--- src/rtl/dlc_pkg.sv ---
// Shared types and constants for the dimmer level controller.
package dlc_pkg;

  // Command codes on the func field
  localparam logic [1:0] FUNC_LEVEL = 2'd0;
  localparam logic [1:0] FUNC_ONOFF = 2'd1;
  localparam logic [1:0] FUNC_TICK  = 2'd2;
  localparam logic [1:0] FUNC_NONE  = 2'd3;

  // Configuration register indexes
  localparam logic [1:0] CFG_PERCENT_MODE    = 2'd0;
  localparam logic [1:0] CFG_ACTIVE_HIGH     = 2'd1;
  localparam logic [1:0] CFG_MAX_LEVEL       = 2'd2;
  localparam logic [1:0] CFG_STARTUP_TIMEOUT = 2'd3;

  // Configuration reset values
  localparam logic        RST_PERCENT_MODE    = 1'b0;
  localparam logic        RST_ACTIVE_HIGH     = 1'b1;
  localparam logic [15:0] RST_MAX_LEVEL       = 16'd255;
  localparam logic [15:0] RST_STARTUP_TIMEOUT = 16'd5000;

  localparam logic [15:0] TICK_MAX = 16'hFFFF;

  // Percent scaling: (p*max + 50) / 100, divide done as multiply by
  // ceil(2^30/100) and a 30-bit shift, exact for dividends below 2^23.
  localparam logic [15:0] PCT_FULL   = 16'd100;
  localparam logic [22:0] PCT_HALF   = 23'd50;
  localparam int          RECIP_SHIFT = 30;
  localparam logic [23:0] RECIP_100  = 24'd10737419;

  typedef struct packed {
    logic [1:0]         func;
    logic signed [15:0] value;
  } in_t;

  typedef struct packed {
    logic               duty_valid;
    logic [15:0]        duty;
    logic               report_kind;
    logic signed [15:0] report_value;
    logic               last;
  } out_t;

endpackage

--- src/rtl/dimmer_level_controller.sv ---
// Dimmer level controller: command decode, duty scaling and result sequencing.
// An item's first result goes through the input, product and result registers.
// One item per cycle in unless stalled; a two-result item holds the output for both.
// Stages: input, product (percent multiply) and result (reciprocal divide) registers.
// Reset (rst_n low, synchronous): pipeline empty, configuration to defaults, level to
//   "use max level", tick count and flag cleared.
module dimmer_level_controller (
  input  logic          clk,
  input  logic          rst_n,
  input  logic          in_valid,
  output logic          in_stall,
  input  dlc_pkg::in_t  in_data,
  output logic          out_valid,
  input  logic          out_stall,
  output dlc_pkg::out_t out_data,
  input  logic          cfg_we,
  input  logic [1:0]    cfg_idx,
  input  logic [15:0]   cfg_wdata
);
  import dlc_pkg::*;

  // configuration
  logic        percent_mode_r;
  logic        active_high_r;
  logic [15:0] max_level_r;
  logic [15:0] startup_timeout_r;

  // block state
  logic [15:0] saved_level_r;
  logic        level_saved_r;
  logic        command_seen_r;
  logic [15:0] elapsed_ticks_r;

  // stage 0: input register
  logic        s0_v_r;
  in_t         s0_r;

  // stage 1: product register
  logic        s1_v_r;
  logic [22:0] s1_x_r;
  logic        s1_kind_r;
  logic [15:0] s1_val_r;
  logic        s1_stat_r;
  logic        s1_single_r;

  // stage 2: result register
  logic        s2_v_r;
  logic        s2_idx_r;
  logic [15:0] s2_duty_r;
  logic        s2_kind_r;
  logic [15:0] s2_val_r;
  logic        s2_stat_r;
  logic        s2_single_r;

  logic        out_xfer;
  logic        head_last;
  logic        s2_load;
  logic        s0_adv;

  assign out_xfer  = s2_v_r && !out_stall;
  assign head_last = s2_idx_r || s2_single_r;
  assign s2_load   = s1_v_r && (!s2_v_r || (out_xfer && head_last));
  assign s0_adv    = s0_v_r && (!s1_v_r || s2_load);
  assign in_stall  = s0_v_r && !s0_adv;

  // ---------------- stage 0 decode ----------------
  logic [15:0] u;
  logic        positive;
  logic [15:0] lvl;
  logic [15:0] elapsed_inc;
  logic        fire;
  logic        has_res;
  logic [15:0] d_in;
  logic [6:0]  pct;
  logic [22:0] x_nxt;
  logic        kind_nxt;
  logic [15:0] val_nxt;
  logic        stat_nxt;
  logic        single_nxt;

  always_comb begin
    u           = s0_r.value;
    positive    = (u != 16'd0) && !u[15];
    lvl         = level_saved_r ? saved_level_r : max_level_r;
    elapsed_inc = (elapsed_ticks_r != TICK_MAX) ? elapsed_ticks_r + 16'd1 : elapsed_ticks_r;
    fire        = !command_seen_r && (elapsed_inc > startup_timeout_r);
    has_res     = 1'b0;
    d_in        = 16'd0;
    kind_nxt    = 1'b0;
    val_nxt     = 16'd0;
    stat_nxt    = 1'b0;
    single_nxt  = 1'b0;
    case (s0_r.func)
      FUNC_LEVEL: begin
        has_res  = 1'b1;
        d_in     = u;
        val_nxt  = u;
        stat_nxt = positive;
      end
      FUNC_ONOFF: begin
        has_res = 1'b1;
        if (u == 16'd0) begin
          kind_nxt   = 1'b1;
          single_nxt = 1'b1;
        end else begin
          d_in     = lvl;
          val_nxt  = lvl;
          stat_nxt = 1'b1;
        end
      end
      FUNC_TICK: begin
        has_res = fire;
      end
      default: begin
        has_res = 1'b0;
      end
    endcase
    pct = (d_in > PCT_FULL) ? PCT_FULL[6:0] : d_in[6:0];
    if (percent_mode_r) begin
      x_nxt = {16'd0, pct} * {7'd0, max_level_r} + PCT_HALF;
    end else begin
      x_nxt = {7'd0, d_in};
    end
  end

  // ---------------- stage 1 scaling ----------------
  logic [46:0] q_prod;
  logic [15:0] duty_raw;
  logic [15:0] duty_nxt;

  always_comb begin
    q_prod   = {24'd0, s1_x_r} * {23'd0, RECIP_100};
    duty_raw = percent_mode_r ? q_prod[RECIP_SHIFT +: 16] : s1_x_r[15:0];
    duty_nxt = active_high_r ? duty_raw : max_level_r - duty_raw;
  end

  // ---------------- registers ----------------
  always_ff @(posedge clk) begin
    if (!rst_n) begin
      percent_mode_r    <= RST_PERCENT_MODE;
      active_high_r     <= RST_ACTIVE_HIGH;
      max_level_r       <= RST_MAX_LEVEL;
      startup_timeout_r <= RST_STARTUP_TIMEOUT;
    end else if (cfg_we) begin
      case (cfg_idx)
        CFG_PERCENT_MODE:    percent_mode_r    <= cfg_wdata[0];
        CFG_ACTIVE_HIGH:     active_high_r     <= cfg_wdata[0];
        CFG_MAX_LEVEL:       max_level_r       <= cfg_wdata;
        CFG_STARTUP_TIMEOUT: startup_timeout_r <= cfg_wdata;
        default:             max_level_r       <= max_level_r;
      endcase
    end
  end

  // state updates happen as an item leaves stage 0
  always_ff @(posedge clk) begin
    if (!rst_n) begin
      level_saved_r   <= 1'b0;
      command_seen_r  <= 1'b0;
      elapsed_ticks_r <= 16'd0;
    end else if (s0_adv) begin
      if (s0_r.func == FUNC_LEVEL) begin
        command_seen_r <= 1'b1;
        if (u != 16'd0) begin
          level_saved_r <= 1'b1;
        end
      end
      if (s0_r.func == FUNC_TICK) begin
        elapsed_ticks_r <= elapsed_inc;
        if (fire) begin
          command_seen_r <= 1'b1;
        end
      end
    end
  end

  always_ff @(posedge clk) begin
    if (s0_adv && s0_r.func == FUNC_LEVEL && u != 16'd0) begin
      saved_level_r <= u;
    end
  end

  always_ff @(posedge clk) begin
    if (!rst_n) begin
      s0_v_r <= 1'b0;
    end else if (!in_stall) begin
      s0_v_r <= in_valid;
    end
  end

  always_ff @(posedge clk) begin
    if (in_valid && !in_stall) begin
      s0_r <= in_data;
    end
  end

  always_ff @(posedge clk) begin
    if (!rst_n) begin
      s1_v_r <= 1'b0;
    end else if (s0_adv) begin
      s1_v_r <= has_res;
    end else if (s2_load) begin
      s1_v_r <= 1'b0;
    end
  end

  always_ff @(posedge clk) begin
    if (s0_adv) begin
      s1_x_r      <= x_nxt;
      s1_kind_r   <= kind_nxt;
      s1_val_r    <= val_nxt;
      s1_stat_r   <= stat_nxt;
      s1_single_r <= single_nxt;
    end
  end

  always_ff @(posedge clk) begin
    if (!rst_n) begin
      s2_v_r   <= 1'b0;
      s2_idx_r <= 1'b0;
    end else if (s2_load) begin
      s2_v_r   <= 1'b1;
      s2_idx_r <= 1'b0;
    end else if (out_xfer) begin
      // drop after the final result, else advance to the status report
      if (head_last) begin
        s2_v_r <= 1'b0;
      end else begin
        s2_idx_r <= 1'b1;
      end
    end
  end

  always_ff @(posedge clk) begin
    if (s2_load) begin
      s2_duty_r   <= duty_nxt;
      s2_kind_r   <= s1_kind_r;
      s2_val_r    <= s1_val_r;
      s2_stat_r   <= s1_stat_r;
      s2_single_r <= s1_single_r;
    end
  end

  // ---------------- result channel ----------------
  assign out_valid = s2_v_r;

  always_comb begin
    if (s2_idx_r) begin
      out_data.duty_valid   = 1'b0;
      out_data.duty         = 16'd0;
      out_data.report_kind  = 1'b1;
      out_data.report_value = {15'd0, s2_stat_r};
      out_data.last         = 1'b1;
    end else begin
      out_data.duty_valid   = 1'b1;
      out_data.duty         = s2_duty_r;
      out_data.report_kind  = s2_kind_r;
      out_data.report_value = s2_val_r;
      out_data.last         = s2_single_r;
    end
  end

endmodule

--- config.mk ---
export PLATFORM = sky130hd
export DESIGN_NAME = dimmer_level_controller
export DESIGN_NICKNAME = d
export VERILOG_FILES = /design/src/rtl/dlc_pkg.sv /design/src/rtl/dimmer_level_controller.sv
export SDC_FILE = /design/constraint.sdc
export NUM_CORES = 1
export LEC_CHECK = 0
export BUFFER_PORTS_ARGS = -buffer_cell sky130_fd_sc_hd__clkbuf_2
export CORE_MARGIN = 4
export CORE_UTILIZATION = 60
export CTS_CLUSTER_SIZE = 10
export DETAILED_ROUTE_END_ITERATION = 10
export PLACE_DENSITY_LB_ADDON = 0.3
export SYNTH_ARGS = -nofsm -noshare
export SYNTH_HDL_FRONTEND = slang
export SYNTH_SLANG_ARGS = --single-unit
--- constraint.sdc ---
create_clock -name clk -period 9.9 [get_ports clk]
set_clock_uncertainty 0.05 [all_clocks]
set_input_delay 1.98 -clock clk [delete_from_list [all_inputs] [get_ports clk]]
set_output_delay 1.98 -clock clk [all_outputs]
set_load 0.02 [all_outputs]
==> results of run 1 <==
[worst max-delay path: cells and delay by family, from the launching register on]
kind | cells | cell delay (ps)
adder cells (fa/ha/maj) | 12 | 5030
AO/OA/AOI/OAI | 12 | 2180
AND/OR/NAND/NOR | 5 | 760
flip-flops | 1 | 560
multiplexers | 1 | 230
buffers and inverters | 4 | 220
XOR/XNOR | 2 | 180
[sequential cells by signal, summed over array words and instances (netlist names), 2 cells and up]
name / flops
s2_val_r: 16
startup_timeout_r: 16
u: 16
s2_duty_r: 16
saved_level_r: 16
elapsed_ticks_r: 16
s0_r: 2
s1_x_r: 23
max_level_r: 16
s1_val_r: 16
[through the flow]
step | hold slack [ps] | instance area (µm²)
finish | 365 | 23000
global route | 375 | 23000
CTS | 368 | 22800
detailed placement | 355 | 22200
global placement | 353 | 22200
floorplan | 350 | 21200
[cells in the final DEF, fill, tap and decap left out, drive strengths merged, types with 6 or more instances in the layout]
cell type  netlist  layout
o21a            12      12
nor4             7       7
nand2          166     166
clkinv           4       9
o211ai          27      27
nand4           19      19
a21oi           89      89
xor2            15      15
dfxtp           56      56
buf              4      55
a21o            21      21
nor2           119     119
o21ai           60      60
a211oi          13      13
a21boi          29      29
inv            465     469
nand3           40      40
mux2i           15      15
mux2            14      14
fa             267     267
and3            10      10
edfxtp         109     109
o21bai          10      10
o31ai            8       8
a41oi            6       6
ha             309     309
nor3            31      31
or3             12      12
nand2b          24      24
a31oi           13      13
nor2b           54      54
and2            26      26
or2              9       9
clkbuf          56      96
xnor2           51      51
[logic make-up after synthesis]
logic type	count (synthesis)	synth area share, %
buf+inv	529	9.37
flops	165	20.7
mux	29	1.45
compound gates	320	10.2
fa+ha+maj	580	43.6
xor+xnor	66	2.72
simple gates	528	11.9
[cell type report]
cell class	count	area (µm²)
clock inverters	13	126
fillers	2769	11700
multi-input cells	1523	14900
flip-flops and latches	165	4400
inverters	469	1760
well taps	455	569
repair buffers	132	798
clock buffers	19	433
[layer usage]
metal	vias up	global-route usage [%]	share of wire, %	wire length (µm)
met5	-	0	0.020	11
met4	2	11.3	3.9	2160
met3	137	4.10	7.1	3900
met2	664	48.3	48	26600
met1	7904	39.0	41	22600
li1	7416	-	-	-
[worst min-delay path by stage]
stage / from / end / slack [ps] / depth (start not counted)
after global placement: s1_val_r[5]$_DFFE_PP_ / s2_val_r[5]$_DFFE_PP_ / 350 / 0
after floorplan: s1_single_r$_SDFFCE_PN0P_ / s2_single_r$_DFFE_PP_ / 350 / 0
final: s1_val_r[0]$_DFFE_PP_ / s2_val_r[0]$_DFFE_PP_ / 370 / 0
after global routing: s1_val_r[11]$_DFFE_PP_ / s2_val_r[11]$_DFFE_PP_ / 380 / 0
after CTS: s1_val_r[0]$_DFFE_PP_ / s2_val_r[0]$_DFFE_PP_ / 370 / 0
after detailed placement: s1_val_r[0]$_DFFE_PP_ / s2_val_r[0]$_DFFE_PP_ / 350 / 0
[timing repair]
action | CTS | global route
setup endpoints to repair | 1 | 6
buffers inserted | 0 | 21
pin swaps | 0 | 1
resized for setup | 1 | 9
==> impl_metrics.py, run 1 <==
metrics = {
    "timing": {
        "clock.fmax_mhz": 106,
        "worst_pin_slew_ps": 1260,
        "max-slew-margin-rel_pct": 15.3,
        "fin_setup_tns_ps": 0,
        "drv_slew": 0,
        "period_needed_ps": 9470,
        "setup_slack_ps": 428,
        "setup_violations": 0,
        "min_period_over_period_pct": 95.7,
        "finalHoldViolations": 0,
    },
    "detailed_routing": {
        "avgRoutedWirePerCell_um": 19.9,
        "drt_wl_total_um": 55300,
        "drt_iter0_drc": 1395,
        "post_drt_via_cell_ratio": 5.81,
        "route.detailed.drc": 0,
        "first_pass_iters": 5,
        "vias": 16100,
        "antenna_left": 0,
    },
    "setup_path": {
        "worstPathRequired_ps": 10040,
        "cp-end-kind": "flop",
        "crit_path_max_fanout": 7,
        "worst_path_max_delay_cell": "fa_1",
        "regToRegSetupSlack_ps": 430,
        "arrival_ps": 9610,
        "slowest_delay_ps": 600,
        "setup.worst_path.start": "s1_x_r[8]$_DFFE_PP_",
        "timing.rr.end": "s2_duty_r[12]$_DFFE_PP_",
        "criticalPathCategory": "flop to flop",
        "crit_end": "s2_duty_r[12]$_DFFE_PP_",
        "reg2regPathDepth": 36,
        "crit_top_cell": "fa_1",
        "start_kind": "flop",
        "r2r-start": "s1_x_r[8]$_DFFE_PP_",
    },
    "logic_synthesis": {
        "synth_seq_cells": 165,
        "synthCells": 2217,
        "synth_warnings": 0,
        "avgSynthCellArea_um2": 9.58,
        "yosysMostFrequentCell": "inv_1",
        "synth_area_leader_cell": "fa_1",
        "synthFlopType": "edfxtp_1",
        "synth_top_area_share_pct": 25.2,
        "synth_common_cells": "inv_1 (465), ha_1 (309), fa_1 (267)",
        "synthArstFlopShare_pct": 0,
        "syn_nets": 2834,
        "synth_edf_count": 109,
        "synth_seq_area_share_pct": 20.7,
        "synth_cell_types": 77,
        "netlist_area_um2": 21200,
        "synth_area_leaders": "fa_1 (25%), ha_1 (18%), edfxtp_1 (15%), inv_1 (8.2%), dfxtp_1 (5.3%)",
    },
    "placement": {
        "numPortBuffers": 77,
        "dp_cells": 2723,
        "place_hpwl_um": 46100,
        "place_ws_ps": -10.2,
        "gp_congestion": 1.06,
    },
    "layout": {
        "final_cells": 2776,
        "post-route-util_pct": 66.3,
        "diodes": 0,
        "drive_gt1_share_pct": 9.52,
        "final_nets": 2925,
        "area_delta_synth_final_pct": 8.36,
    },
    "cts": {
        "path_clk_slew_ps": 70,
        "h-tree-depth": 4,
        "cts_hold_buf": 0,
        "cts_tree": "yes",
        "clk_path_buf_depth": 2,
        "cts_root_buf": "clkbuf_16",
        "clock_latency_ps": 440,
        "cts_buffers": 17,
        "cts.sinks": 165,
    },
    "global_route": {
        "overflow": 0,
        "grt_max_degree": 57,
        "antenna_found_initial": 3,
        "grt_pass1_vias": 16400,
        "grt_pass1_wl_um": 87800,
        "grt_usage_pct": 29.1,
    },
    "status": {
        "status": "completed",
    },
    "floorplanning": {
        "die_area_um2": 38500,
        "core_um2": 34700,
        "start_util_pct": 61.2,
        "chipHeight_um": 196,
        "rows": 68,
        "die_w_um": 196,
        "pin_count": 78,
    },
    "worst_hold_path": {
        "hold_path_class": "flop to flop",
    },
    "run": {
        "drv_cap": 0,
    },
}
Power of run 1 is left out: the tool's default activity adds up to more than one toggle a clock period on the data nets, which glitch-free logic cannot reach.
==> run 2, diff against run 1 <==
--- a/config.mk
+++ b/config.mk
@@ -5,7 +5,7 @@
 export SDC_FILE = /design/constraint.sdc
 export NUM_CORES = 1
 export LEC_CHECK = 0
-export BUFFER_PORTS_ARGS = -buffer_cell sky130_fd_sc_hd__clkbuf_2
+export BUFFER_PORTS_ARGS = -buffer_cell sky130_fd_sc_hd__buf_2
 export CORE_MARGIN = 4
 export CORE_UTILIZATION = 60
 export CTS_CLUSTER_SIZE = 10
==> impl_metrics.py, run 2 (synthesis results as in run 1) <==
metrics = {
    "setup_path": {
        "worst_path_max_delay_cell": "fa_1",
        "crit_path_max_fanout": 7,
        "start_kind": "flop",
        "cp-end-kind": "flop",
        "worstPathRequired_ps": 10160,
        "crit_top_cell": "fa_1",
        "slowest_delay_ps": 580,
        "cp_top_family": "adder cells",
        "worst-path-buf-inv": 5,
        "arrival_ps": 9760,
        "criticalPathCategory": "flop to flop",
    },
    "floorplanning": {
        "core_um2": 34700,
        "die_area_um2": 38500,
        "die_w_um": 196,
        "pin_count": 78,
        "rows": 68,
        "chipHeight_um": 196,
        "start_util_pct": 61.2,
    },
    "detailed_routing": {
        "first_pass_iters": 6,
        "post_drt_via_cell_ratio": 5.79,
        "drt_iter0_drc": 1112,
        "antenna_left": 0,
        "avgRoutedWirePerCell_um": 20.2,
        "vias": 16100,
        "route.detailed.drc": 0,
        "drt_wl_total_um": 56300,
    },
    "timing": {
        "min_period_over_period_pct": 95.9,
        "finalHoldViolations": 0,
        "clock.fmax_mhz": 105,
        "period_needed_ps": 9500,
        "rsz0062_at_grt": "true",
        "max-slew-margin-rel_pct": 17.4,
        "worst_pin_slew_ps": 1240,
        "setup_violations": 0,
        "drv_slew": 0,
    },
    "cts": {
        "h-tree-depth": 4,
        "path_clk_slew_ps": 70,
        "clock_latency_ps": 450,
        "cts_tree": "yes",
        "cts_buffers": 17,
        "cts.sinks": 165,
        "clk_path_buf_depth": 2,
        "cts_hold_buf": 0,
        "cts_root_buf": "clkbuf_16",
    },
    "layout": {
        "diodes": 0,
        "multiInputGateArea_um2": 14900,
        "post-route-util_pct": 66.7,
        "final_nets": 2930,
        "final_common_cell": "inv_1",
        "layout_common_cells": "inv_1 (464), ha_1 (308), fa_1 (264), nand2_1 (166), nor2_1 (118)",
        "largest_register_ffs": 23,
        "area_delta_synth_final_pct": 8.96,
        "drive_gt1_share_pct": 9.93,
        "fin_area_um2": 23100,
        "regArea_um2": 4400,
        "largest-register": "s1_x_r",
        "n_fill_cell": 2839,
    },
    "run": {
        "drv_cap": 0,
    },
    "placement": {
        "place_hpwl_um": 47400,
        "numPortBuffers": 77,
        "placed_area_um2": 22300,
        "gp_congestion": 1.01,
    },
    "status": {
        "status": "completed",
    },
    "global_route": {
        "grt_usage_pct": 29.7,
        "antenna_found_initial": 2,
        "grt_max_degree": 57,
        "grt_pass1_wl_um": 89100,
        "overflow": 0,
        "grt_pass1_vias": 16500,
    },
    "worst_hold_path": {
        "hold_path_class": "flop to flop",
    },
}
[run 2: worst paths after layout]
kind | slack, ps | startpoint | to | cells past startpoint
hold reg to reg | 370 | s1_stat_r$_DFFE_PP_ | s2_stat_r$_DFFE_PP_ | 0
setup reg to reg | 400 | s1_x_r[8]$_DFFE_PP_ | s2_duty_r[14]$_DFFE_PP_ | 33
hold / removal | 370 | s1_stat_r$_DFFE_PP_ | s2_stat_r$_DFFE_PP_ | 0
setup / recovery | 400 | s1_x_r[8]$_DFFE_PP_ | s2_duty_r[14]$_DFFE_PP_ | 33
[run 2: per-layer routing]
metal	share of wire (%)	wire, µm	global-route usage, %	up-vias
li1	-	-	-	7416
met1	41	22900	38.7	7950
met2	48	27000	49.3	588
met3	6.8	3830	5.60	142
met4	4.6	2610	12.1	4
met5	0.064	36	0	-
[run 2: through the flow]
step | setup TNS, ps | hold WS [ps] | std cells | setup WS, ps
2_1_floorplan | 0 | 350 | 2217 | 1090
3_3_place_gp | 0 | 354 | 2726 | 266
3_5_place_dp | -11.2 | 355 | 2726 | -11.2
4_1_cts | 0 | 373 | 2758 | 118
5_1_grt | -44.0 | 385 | 2781 | -25.7
6_report | 0 | 368 | 2781 | 404
[run 2: repair_timing]
action,in CTS,in global routing
setup buffers,0,23
setup endpoints to repair,1,7
hold endpoints to repair,0,0
gates resized for setup,1,13
pin swaps,0,6
[run 2: cell type report]
class	instances	share of cell area [%]
clock buffer	17	1.84
clock inverter	15	0.935
inverter	469	7.61
multi-input combinational	1523	64.5
sequential	165	19.0
tap	455	2.46
timing repair buffer	137	3.61
Power of run 2 is left out for the same reason.
==> run 3, diff against run 2 <==
--- a/config.mk
+++ b/config.mk
@@ -7,10 +7,11 @@
 export LEC_CHECK = 0
 export BUFFER_PORTS_ARGS = -buffer_cell sky130_fd_sc_hd__buf_2
 export CORE_MARGIN = 4
-export CORE_UTILIZATION = 60
+export CORE_UTILIZATION = 35
 export CTS_CLUSTER_SIZE = 10
 export DETAILED_ROUTE_END_ITERATION = 10
 export PLACE_DENSITY_LB_ADDON = 0.3
+export SLEW_MARGIN = 15
 export SYNTH_ARGS = -nofsm -noshare
 export SYNTH_HDL_FRONTEND = slang
 export SYNTH_SLANG_ARGS = --single-unit
==> impl_metrics.py, run 3 (synthesis results as in run 1) <==
metrics = {
    "cts": {
        "cts_buffers": 17,
        "clock_latency_ps": 460,
        "path_clk_slew_ps": 70,
        "cts_root_buf": "clkbuf_16",
        "cts_tree": "yes",
        "cts_hold_buf": 0,
        "h-tree-depth": 4,
        "clk_path_buf_depth": 2,
        "cts.sinks": 165,
    },
    "layout": {
        "final_nets": 2942,
        "largest-register": "s1_x_r",
        "drive_gt1_share_pct": 10.4,
        "diodes": 0,
        "area_delta_synth_final_pct": 11.1,
        "final_common_cell": "inv_1",
        "largest_register_ffs": 23,
        "fin_area_um2": 23600,
        "layout_common_cells": "inv_1 (464), ha_1 (307), fa_1 (265), nand2_1 (166), nor2_1 (118)",
    },
    "setup_path": {
        "r2r-start": "s1_x_r[6]$_DFFE_PP_",
        "regToRegSetupSlack_ps": 520,
        "worst-path-buf-inv": 6,
        "arrival_ps": 9650,
        "crit_path_max_fanout": 8,
        "cp_top_family": "adder cells",
        "crit_top_cell": "fa_1",
        "start_kind": "flop",
        "worstPathRequired_ps": 10170,
        "slowest_delay_ps": 550,
        "reg2regPathDepth": 37,
        "worst_path_max_delay_cell": "fa_1",
        "timing.rr.end": "s2_duty_r[14]$_DFFE_PP_",
        "criticalPathCategory": "flop to flop",
        "cp-end-kind": "flop",
    },
    "global_route": {
        "grt_pass1_wl_um": 93100,
        "grt_usage_pct": 18.7,
        "overflow": 0,
        "antenna_found_initial": 0,
        "grt_pass1_vias": 16600,
        "grt_max_degree": 57,
    },
    "timing": {
        "worst_pin_slew_ps": 937,
        "finalHoldViolations": 0,
        "clock.fmax_mhz": 107,
        "drv_slew": 0,
        "period_needed_ps": 9380,
        "max-slew-margin-rel_pct": 36.8,
        "setup_violations": 0,
        "fin_setup_tns_ps": 0,
        "min_period_over_period_pct": 94.8,
    },
    "floorplanning": {
        "pin_count": 78,
        "die_w_um": 254,
        "rows": 90,
        "chipHeight_um": 254,
        "start_util_pct": 35.2,
        "die_area_um2": 64700,
        "core_um2": 60200,
    },
    "detailed_routing": {
        "drt_wl_total_um": 59100,
        "route.detailed.drc": 0,
        "first_pass_iters": 5,
        "vias": 15700,
        "post_drt_via_cell_ratio": 5.04,
        "antenna_left": 0,
        "avgRoutedWirePerCell_um": 18.9,
        "drt_iter0_drc": 877,
    },
    "worst_hold_path": {
        "min_from": "s1_single_r$_SDFFCE_PN0P_",
        "min_path_cells": 0,
        "hold_path_class": "flop to flop",
        "whs_endpoint": "s2_single_r$_DFFE_PP_",
    },
    "placement": {
        "gp_congestion": 0.963,
        "numPortBuffers": 77,
        "placed_area_um2": 22900,
        "place_hpwl_um": 50400,
    },
    "status": {
        "status": "completed",
    },
    "run": {
        "drv_cap": 0,
    },
}
-- run 3: changes by cell type in the layout (fill, tap and decap cells not counted), sizes merged --
cell,previous run,this run
bufinv,4,1
inv,472,471
clkbuf,17,18
buf,137,149
clkinvlp,0,3
-- run 3: worst max path at each step --
stage	startpoint	endpoint	slack [ps]	cells after the start
detailed placement	s1_x_r[5]$_DFFE_PP_	s2_duty_r[12]$_DFFE_PP_	300	37
CTS	s1_x_r[5]$_DFFE_PP_	s2_duty_r[12]$_DFFE_PP_	230	37
global route	s1_x_r[6]$_DFFE_PP_	s2_duty_r[14]$_DFFE_PP_	-10	38
global placement	s1_x_r[12]$_DFFE_PP_	s2_duty_r[12]$_DFFE_PP_	470	37
finish	s1_x_r[6]$_DFFE_PP_	s2_duty_r[14]$_DFFE_PP_	520	37
floorplan	s1_x_r[6]$_DFFE_PP_	s2_duty_r[12]$_DFFE_PP_	1090	36
-- run 3: area by class of cell --
type	count	area (µm²)
clock buffer	18	429
fill	5929	36700
tap	782	978
multi-input combinational	1523	14900
sequential	165	4400
inverter	469	1760
timing repair buffer	149	938
clock inverter	14	143
-- run 3: routing by layer --
layer	wire length [µm]	up-vias	part of all wire [%]	global-route usage (%)
met5	0	-	0	0
met4	2080	0	3.5	6.52
met3	2500	77	4.2	2.57
met2	29300	399	49	33.1
met1	25300	7781	43	23.5
li1	-	7453	-	-
-- run 3: worst reg2reg max path, delay by kind of cell, from the launching register on --
kind | cells | cell delay (ps)
XOR/XNOR | 1 | 170
adder cells (fa/ha/maj) | 13 | 5300
AND/OR/NAND/NOR | 9 | 1440
buffers and inverters | 6 | 640
flip-flops | 1 | 420
AO/OA/AOI/OAI | 8 | 1220
-- run 3: stage by stage --
stage / utilization [%] / worst slack [ps] / instances / hold WS, ps
after floorplan: - / 1090 / 2217 / 350
after global placement: 37.9 / 467 / 3076 / 356
after detailed placement: 37.9 / 298 / 3076 / 355
after CTS: 38.9 / 228 / 3108 / 372
after global routing: 39.2 / -11.4 / 3120 / 377
final: 39.2 / 519 / 3120 / 368
-- run 3: repair_timing --
action,4_1_cts,5_1_grt
gates resized for setup,0,14
endpoints found under the setup margin,0,7
buffers inserted,0,12
Power of run 3 is left out for the same reason.
